===== src/design/frame_builder_with_padding_assert.svh =====
// Assertion macros for the frame builder.
// Each macro expects clk and rst_n to be visible where it is used.
`ifndef FRAME_BUILDER_WITH_PADDING_ASSERT_SVH
`define FRAME_BUILDER_WITH_PADDING_ASSERT_SVH

// Same-cycle implication, disabled during reset.
`define FBP_ASSERT_NOW(label, ante, cons, msg) \
    label: assert property (@(posedge clk) disable iff (!rst_n) (ante) |-> (cons)) \
        else $error(msg);

// Next-cycle implication, disabled during reset.
`define FBP_ASSERT_NEXT(label, ante, cons, msg) \
    label: assert property (@(posedge clk) disable iff (!rst_n) (ante) |=> (cons)) \
        else $error(msg);

`endif


===== src/design/fbp_pkg.sv =====
// Shared types and constants for the frame builder.
// No dependencies; imported by fbp_apb_regs, frame_builder_with_padding and the testbench.
`timescale 1ns / 1ps

package fbp_pkg;

    localparam int WORD_W     = 64;
    localparam int MAC_W      = 48;
    localparam int WC_W       = 12;
    localparam int SEQ_W      = 16;
    localparam int READY_W    = 5;
    localparam int APB_ADDR_W = 4;
    localparam int APB_DATA_W = 64;

    // Register index, taken from paddr[3] (registers sit 8 bytes apart).
    typedef enum logic
    {
        REG_SOURCE_ADDRESS      = 1'b0,
        REG_DESTINATION_ADDRESS = 1'b1
    } reg_index_t;

    typedef struct packed
    {
        logic [MAC_W-1:0] source_address;
        logic [MAC_W-1:0] destination_address;
    } cfg_t;

endpackage


===== src/design/fbp_apb_regs.sv =====
// APB register file holding the source and destination addresses.
// Depends on fbp_pkg for the register index and the configuration struct.
`timescale 1ns / 1ps

module fbp_apb_regs import fbp_pkg::*;
(
    input  logic                  clk,
    input  logic                  rst_n,
    input  logic                  psel,
    input  logic                  penable,
    input  logic                  pwrite,
    input  logic [APB_ADDR_W-1:0] paddr,
    input  logic [APB_DATA_W-1:0] pwdata,
    output logic [APB_DATA_W-1:0] prdata,
    output cfg_t                  cfg
);

    cfg_t       cfg_reg;
    reg_index_t index;
    logic       write_en;

    assign index    = reg_index_t'(paddr[3]);
    assign write_en = psel && penable && pwrite;
    assign cfg      = cfg_reg;

    always_ff @(posedge clk or negedge rst_n)
    begin
        if (!rst_n)
        begin
            cfg_reg <= '0;
        end
        else if (write_en)
        begin
            case (index)
                REG_SOURCE_ADDRESS:      cfg_reg.source_address      <= pwdata[MAC_W-1:0];
                REG_DESTINATION_ADDRESS: cfg_reg.destination_address <= pwdata[MAC_W-1:0];
                default:                 cfg_reg <= cfg_reg;
            endcase
        end
    end

    always_comb
    begin
        case (index)
            REG_SOURCE_ADDRESS:
                prdata = {{(APB_DATA_W-MAC_W){1'b0}}, cfg_reg.source_address};
            REG_DESTINATION_ADDRESS:
                prdata = {{(APB_DATA_W-MAC_W){1'b0}}, cfg_reg.destination_address};
            default:
                prdata = '0;
        endcase
    end

endmodule


===== config.mk =====
export PLATFORM = sky130hd
export DESIGN_NAME = fbp_apb_regs
export DESIGN_NICKNAME = d
export VERILOG_FILES = /design/src/design/frame_builder_with_padding_assert.svh /design/src/design/fbp_pkg.sv /design/src/design/fbp_apb_regs.sv
export SDC_FILE = /design/constraint.sdc
export NUM_CORES = 1
export LEC_CHECK = 0
export ABC_AREA = 1
export BUFFER_PORTS_ARGS = -buffer_cell sky130_fd_sc_hd__buf_4
export CAP_MARGIN = 0
export CORE_MARGIN = 2
export CORE_UTILIZATION = 32
export CTS_CLUSTER_DIAMETER = 100
export DETAILED_ROUTE_END_ITERATION = 10
export HOLD_SLACK_MARGIN = 0.05
export MAX_ROUTING_LAYER = met4
export PLACE_DENSITY = 0.58
export SLEW_MARGIN = 30
export SYNTH_ARGS = -nofsm -noshare
export SYNTH_HDL_FRONTEND = slang
export SYNTH_SLANG_ARGS = --single-unit

===== constraint.sdc =====
create_clock -name clk -period 1.5 [get_ports clk]
set_input_delay 0.3 -clock clk [delete_from_list [all_inputs] [get_ports clk]]
set_output_delay 0.3 -clock clk [all_outputs]
set_load 0.05 [all_outputs]

Word level (Yosys, flattened, before mapping)
Index checks and enable logic that the tools add are counted.
{ "totals": {"out_inout_bits": 160, "regBits": 96, "word_cells": 8, "input_bits": 73} }
{ "classes": {"n_reduce_logical": 4, "n_mux": 1, "bitwise_logic": 1} }
{ "ops": {"columns": ["op", "n"], "rows": [
  ["$pmux 64 s2", 1],
  ["$reduce_and 2->1", 2],
  ["$logic_and 1x1->1", 2],
  ["$not 1->1", 1]
]} }

Logic depth before layout (Yosys ltp)
Gate-level depths: netlist of run 1.
{ "logic_depth": {"depth_word": 3, "ltp_mapped": 7, "ltp_nobuf": 4} }

Worst setup path after synthesis of run 1
OpenSTA, ideal clock, no wires.
{ "synth_path": {"kind": "input to output", "from": "in paddr[3]", "to": "out prdata[10]", "setup_slack_ns": -0.095, "t_arrival_ns": 1.295, "t_required_ns": 1.200, "path_buffers": 3, "stages": 6, "cell_sequence": "buf_2 inv_2 buf_2 buf_2 nand2_1 nand2_1"} }
{ "synth_between": {"elab_chain_cells": 2} }
{ "synth_lines": {"columns": ["element", "line", "source"], "rows": [
  ["from (decl)", "fbp_apb_regs.sv:12", "input logic [APB_ADDR_W-1:0] paddr,"],
  ["$not 1->1", null, null],
  ["$pmux 64 s2 *", "fbp_apb_regs.sv:44", "case (index)"],
  ["to (decl)", "fbp_apb_regs.sv:14", "output logic [APB_DATA_W-1:0] prdata,"]
]} }
Every way passes the cells marked *; elsewhere a longest branch is shown, timed or not. The select of a mux whose other input is x is not followed.

Worst setup path in the final report of run 1
{ "layout_path": {"from": "in paddr[3]", "to": "out prdata[40]"} }
The elaborated chain is that of the path after synthesis.

==> results.tsv, run 1 <==
metric	value	unit
grt-ovfl-total	0	
worstPathArrival	1120	ps
r2r_end	cfg[11]	
synth-edff-count	0	
holdCritPathClass	in -> reg	
root_buffer	clkbuf_16	
synth_common_cells	nand2_1, dfrtp_1, nand3_1, buf_4, buf_2	
wire_per_inst	13.97	um
crit_path_max_fanout	42	
coreArea	0.01383	mm^2
cts_resized	0	
hold_path_depth	3	
yosys_warnings	0	
crit_type	in -> out	
layout_min_cycle_time	1418	ps
die_w	122.7	um
synth_ff_type	dfrtp_1	
die_area	0.01507	mm^2
place_congestion	0.7911	
drt_wl_total	13440	um
grt_max_degree	55	
cts.sinks	96	
hold_viol_final	0	
largest_reg_flops	96	
htree_levels	3	
synthesis.area	0.004512	mm^2
drt-vias-per-instance	4.693	
synth_top_family_by_area	simple AND/OR/NAND/NOR gates	
hold_buffers	1	
pin_count	233	
setup-violations-final	0	
finClkSkew	0	ps
clock_latency	340	ps
synthMuxAreaShare	0	%
run_status	complete, no violations	
rr_startpoint	cfg[11]	
die_h	122.7	um
drive_gt1_share	36.06	%
ant_nets	0	
grt_pass1_wl	21500	um
ir_drop	0.7243	mV
first_pass_iters	4	
synthAdderAreaFrac	0	%
min-delay-start	pwdata[19]	
antenna_cells	0	
async_reset_ff_share	100.0	%
p_per_area	1639	mW/mm^2
crit_path_start_kind	primary input	
holdWs	193.1	ps
yosys_register_bits	96	
p_leak	3.743	nW
antenna_found_initial	0	
yosysSeqAreaShare	53.24	%
min_to	cfg[19]	
maxCapViolCount	0	
initial_utilization	32.63	%
rsz0062_at_grt	false	
drcViolationCount	0	
synth_xor_xnor_area_share	0	%
regToRegSetupSlack	840	ps
synth_area_leaders	dfrtp_1, nand2_1, nand3_1	
crit_required	1200	ps
reg2regPathDepth	2	
timing.setup.tns	0	ps
io_buffers	197	
synth_cells	592	
maxSlewViolCount	0	
area_growth	47.37	%
cts_buffers	9	
yosysTopAreaCellShare	53.24	%
syn_avg_cell_area	7.621	um^2
synth_most_common_cell	nand2_1	
cts_setup_buffers	0	
end_kind	output port	
crit_start	paddr[3]	
core.rowCount	43	
grt_pass1_vias	4151	
dp_hpwl	9453	um
min_period_over_period	94.56	%
synth_cell_types	12	
fin_cells	962	
synth_area_leader_cell	dfrtp_1	
synth_compound_area_share	0	%
max_freq	0.7050	GHz
pre_cts_slack	91.88	ps
grt_usage	18.71	%
path_clk_slew	60	ps
cts_tree	yes	
worst_slack	81.57	ps
drt_iter0_drc	269	
dr_total_vias	4515	
nets	851	
synth-simple-area-share	39.10	%
dp.cells	946	
cts_buffer_depth	2	
## where the power goes
group | total (mW) | switching, mW | internal [mW]
combinational | 5.02 | 3.62 | 1.40
sequential | 3.53 | 0.450 | 3.08
clock | 2.35 | 0.935 | 1.41
## layer usage
layer  GRT usage, %  up-vias  part of all wire (%)
met5              -        -                     0
met4          6.250        0                   1.4
met3          4.368       12                   8.3
met2          27.94      187                    46
met1          25.06     2126                    44
li1               -     2190                     -
## worst max path at each step
| stage | end | slack, ps | cells after the start |
|---|---|---|---|
| after global routing | prdata[41] | 4 | 6 |
| final | prdata[40] | 80 | 6 |
| after detailed placement | prdata[41] | 90 | 6 |
| after floorplan | prdata[10] | 10 | 6 |
| after global placement | prdata[42] | 100 | 6 |
| after CTS | prdata[11] | 90 | 3 |
## worst max-delay path, cell delays in order
cell and delay (ps):
buf_4 130, clkinv_2 100, buf_12 220, nand2_1 90
nand2_2 60, buf_4 190
## through the flow
step | utilization, % | instance area [um^2] | power [mW]
after floorplan | - | 4688 | 6.977
after global routing | 48.09 | 6649 | 11.43
after CTS | 48.09 | 6649 | 11.03
after global placement | 45.80 | 6332 | 8.574
after detailed placement | 45.80 | 6332 | 8.628
final | 48.09 | 6649 | 10.90
## kinds of logic (layout without fill, tap and decap cells)
| family | after synthesis | in the layout |
|---|---|---|
| buf+inv | 59 | 234 |
| flops | 96 | 96 |
| other cells | 1 | 16 |
| simple gates | 436 | 436 |
## cell usage in the layout, fill, tap and decap left out, drive strengths merged
cell and n:
clkbuf 12, dlygate4sd3 1, conb 16, nand2 337
clkinv 3, bufinv 1, nor2 1, inv 1
dfrtp 96, nand3 96, nand4 2, buf 216
## cell type report
| cell class | instances | area (um^2) |
|---|---|---|
| multi-input cells | 452 | 1949 |
| clock buffers | 12 | 266.5 |
| clock inverters | 3 | 40.04 |
| inverters | 2 | 8.758 |
| fillers | 1343 | 7178 |
| well taps | 180 | 225.2 |
| flip-flops and latches | 96 | 2402 |
| repair buffers | 217 | 1757 |
No activity file was read; power rests on OpenSTA's default activity.
==> run 2, diff against run 1 <==
- CORE_UTILIZATION: 32 -> 47
- CTS_BUF_LIST: default -> sky130_fd_sc_hd__clkbuf_4 sky130_fd_sc_hd__clkbuf_8
- CTS_CLUSTER_SIZE: default -> 12
- PLACE_DENSITY: 0.58 -> 0.81
==> run 2 against run 1 <==
Effect of this change:
- power decreased by 5.8%
- die area decreased by 31%
- highest routed layer unchanged
- register-to-register slack barely moved
- utilization increased by 21 points
- sequential cell count did not move
- non-clock buffer count down 2
- critical endpoint is now prdata[38]
- global-route usage increased by 5.7 points
- largest power group unchanged
==> results.tsv, run 2 (synthesis results as in run 1) <==
metric	value	unit
run_status	complete, no violations	
rsz0062_at_grt	false	
root_buffer	clkbuf_8	
die_area	0.01040	mm^2
crit_required	1200	ps
p_leak	3.681	nW
initial_utilization	48.60	%
pin_count	233	
drt-vias-per-instance	4.971	
ir_drop	0.8116	mV
drt_wl_total	12700	um
crit_path_max_fanout	3	
layout.cells.most_common_list	nand2_1, buf_4, nand3_1, dfrtp_1, nand2_2	
dp_hpwl	8828	um
place_congestion	0.8263	
min_period_over_period	93.63	%
maxCapViolCount	0	
cell_internal_pwr	5.358	mW
hold_viol_final	0	
slowest_stage	dfrtp_1	
holdCritPathClass	in -> reg	
comb_power_share	48.8	%
grt_max_degree	91	
area_growth	42.87	%
clock_latency	340	ps
drt_iter0_drc	188	
path_cells	nand2_1 -> nand2_2 -> buf_4	
cts.sinks	96	
first_pass_iters	4	
die_h	102.0	um
ant_nets	0	
nets	849	
clockPowerShare	16.9	%
core.rowCount	35	
maxSlewViolCount	0	
worstPathArrival	1100	ps
antenna_cells	0	
coreArea	0.009284	mm^2
max_freq	0.7120	GHz
grt_pass1_vias	4170	
layout_min_cycle_time	1404	ps
crit_type	reg -> out	
drcViolationCount	0	
worst_slack	95.59	ps
drive_gt1_share	35.98	%
max_stage_delay	430	ps
wire_per_inst	13.96	um
cts_tree	yes	
die_w	102.0	um
p_per_area	1592	mW/mm^2
netSwitchingFraction	47.78	%
cts_buffer_depth	2	
end_kind	output port	
path_buf_inv	1	
grt_usage	24.37	%
utilization	69.43	%
p_seq_share	34.3	%
pre_cts_slack	47.03	ps
timing.setup.tns	0	ps
finClkSkew	0	ps
setup-violations-final	0	
holdWs	186.8	ps
cp_top_family	flip-flops	
mostFrequentLayoutCell	nand2_1	
crit_path_start_kind	flip-flop	
antenna_found_initial	0	
io_buffers	197	
path_clk_slew	90	ps
grt_pass1_wl	19650	um
grt-ovfl-total	0	
cts_buffers	9	
largest_reg_flops	96	
switchingPower	4.903	mW
htree_levels	3	
dr_total_vias	4524	
-- run 2: cell count changes in the layout (fill, tap and decap cells not counted) --
| cell | change |
|---|---|
| inv_4 | +1 |
| clkbuf_4 | +2 |
| buf_12 | -4 |
| buf_6 | +2 |
| clkbuf_16 | -8 |
| clkbuf_8 | +8 |
| clkinv_2 | -1 |
| buf_4 | -1 |
-- run 2: final cells by class --
| cell class | instances | area [um^2] |
|---|---|---|
| clock inverters | 3 | 40.04 |
| well taps | 129 | 161.4 |
| flip-flops and latches | 96 | 2402 |
| multi-input cells | 452 | 1949 |
| fillers | 760 | 2838 |
| repair buffers | 215 | 1717 |
| clock buffers | 13 | 166.4 |
| inverters | 2 | 10.01 |
-- run 2: what timing repair did --
item | CTS | global route
hold buffers | 1 | 0
resized for setup | 0 | 3
endpoints found under the hold margin | 6 | 0
setup buffers | 0 | 0
setup endpoints to repair | 0 | 4
-- run 2: path summary, 6_finish.rpt --
check	endpoint	start	slack, ps	cells after the start
min reg2reg	cfg[27]	cfg[27]	510	2
max in group asynchronous	cfg[26]	rst_n	500	3
max	prdata[38]	cfg[38]	100	3
min	cfg[27]	pwdata[27]	190	3
max reg2reg	cfg[85]	cfg[85]	830	2
min in group asynchronous	cfg[87]	rst_n	320	2
-- run 2: worst min-delay path: stages --
cell	delay [ps]
buf_4	80
nand3_1	60
nand2_1	60
-- run 2: through the flow --
step | instance area, um^2 | instances | total power, mW
finish | 6446 | 910 | 10.26
detailed placement | 6195 | 892 | 8.587
global placement | 6195 | 892 | 8.500
global route | 6446 | 910 | 10.72
floorplan | 4688 | 607 | 6.977
CTS | 6411 | 909 | 10.31
-- run 2: power by group through the flow --
stage	clock network [mW]	registers (mW)	logic, mW
2_1_floorplan	0	5.18	1.79
5_1_grt	1.86	3.58	5.28
3_3_place_gp	0	3.54	4.96
6_report	1.73	3.52	5.01
4_1_cts	1.77	3.52	5.03
3_5_place_dp	0	3.56	5.03
-- run 2: per-layer routing --
layer  up-vias  global-route usage (%)  wire length, um
met5         -                       -                0
met4         0                   8.103              191
met3        18                   3.488              892
met2       172                   40.18             6305
met1      2156                   31.20             5312
li1       2178                       -                -
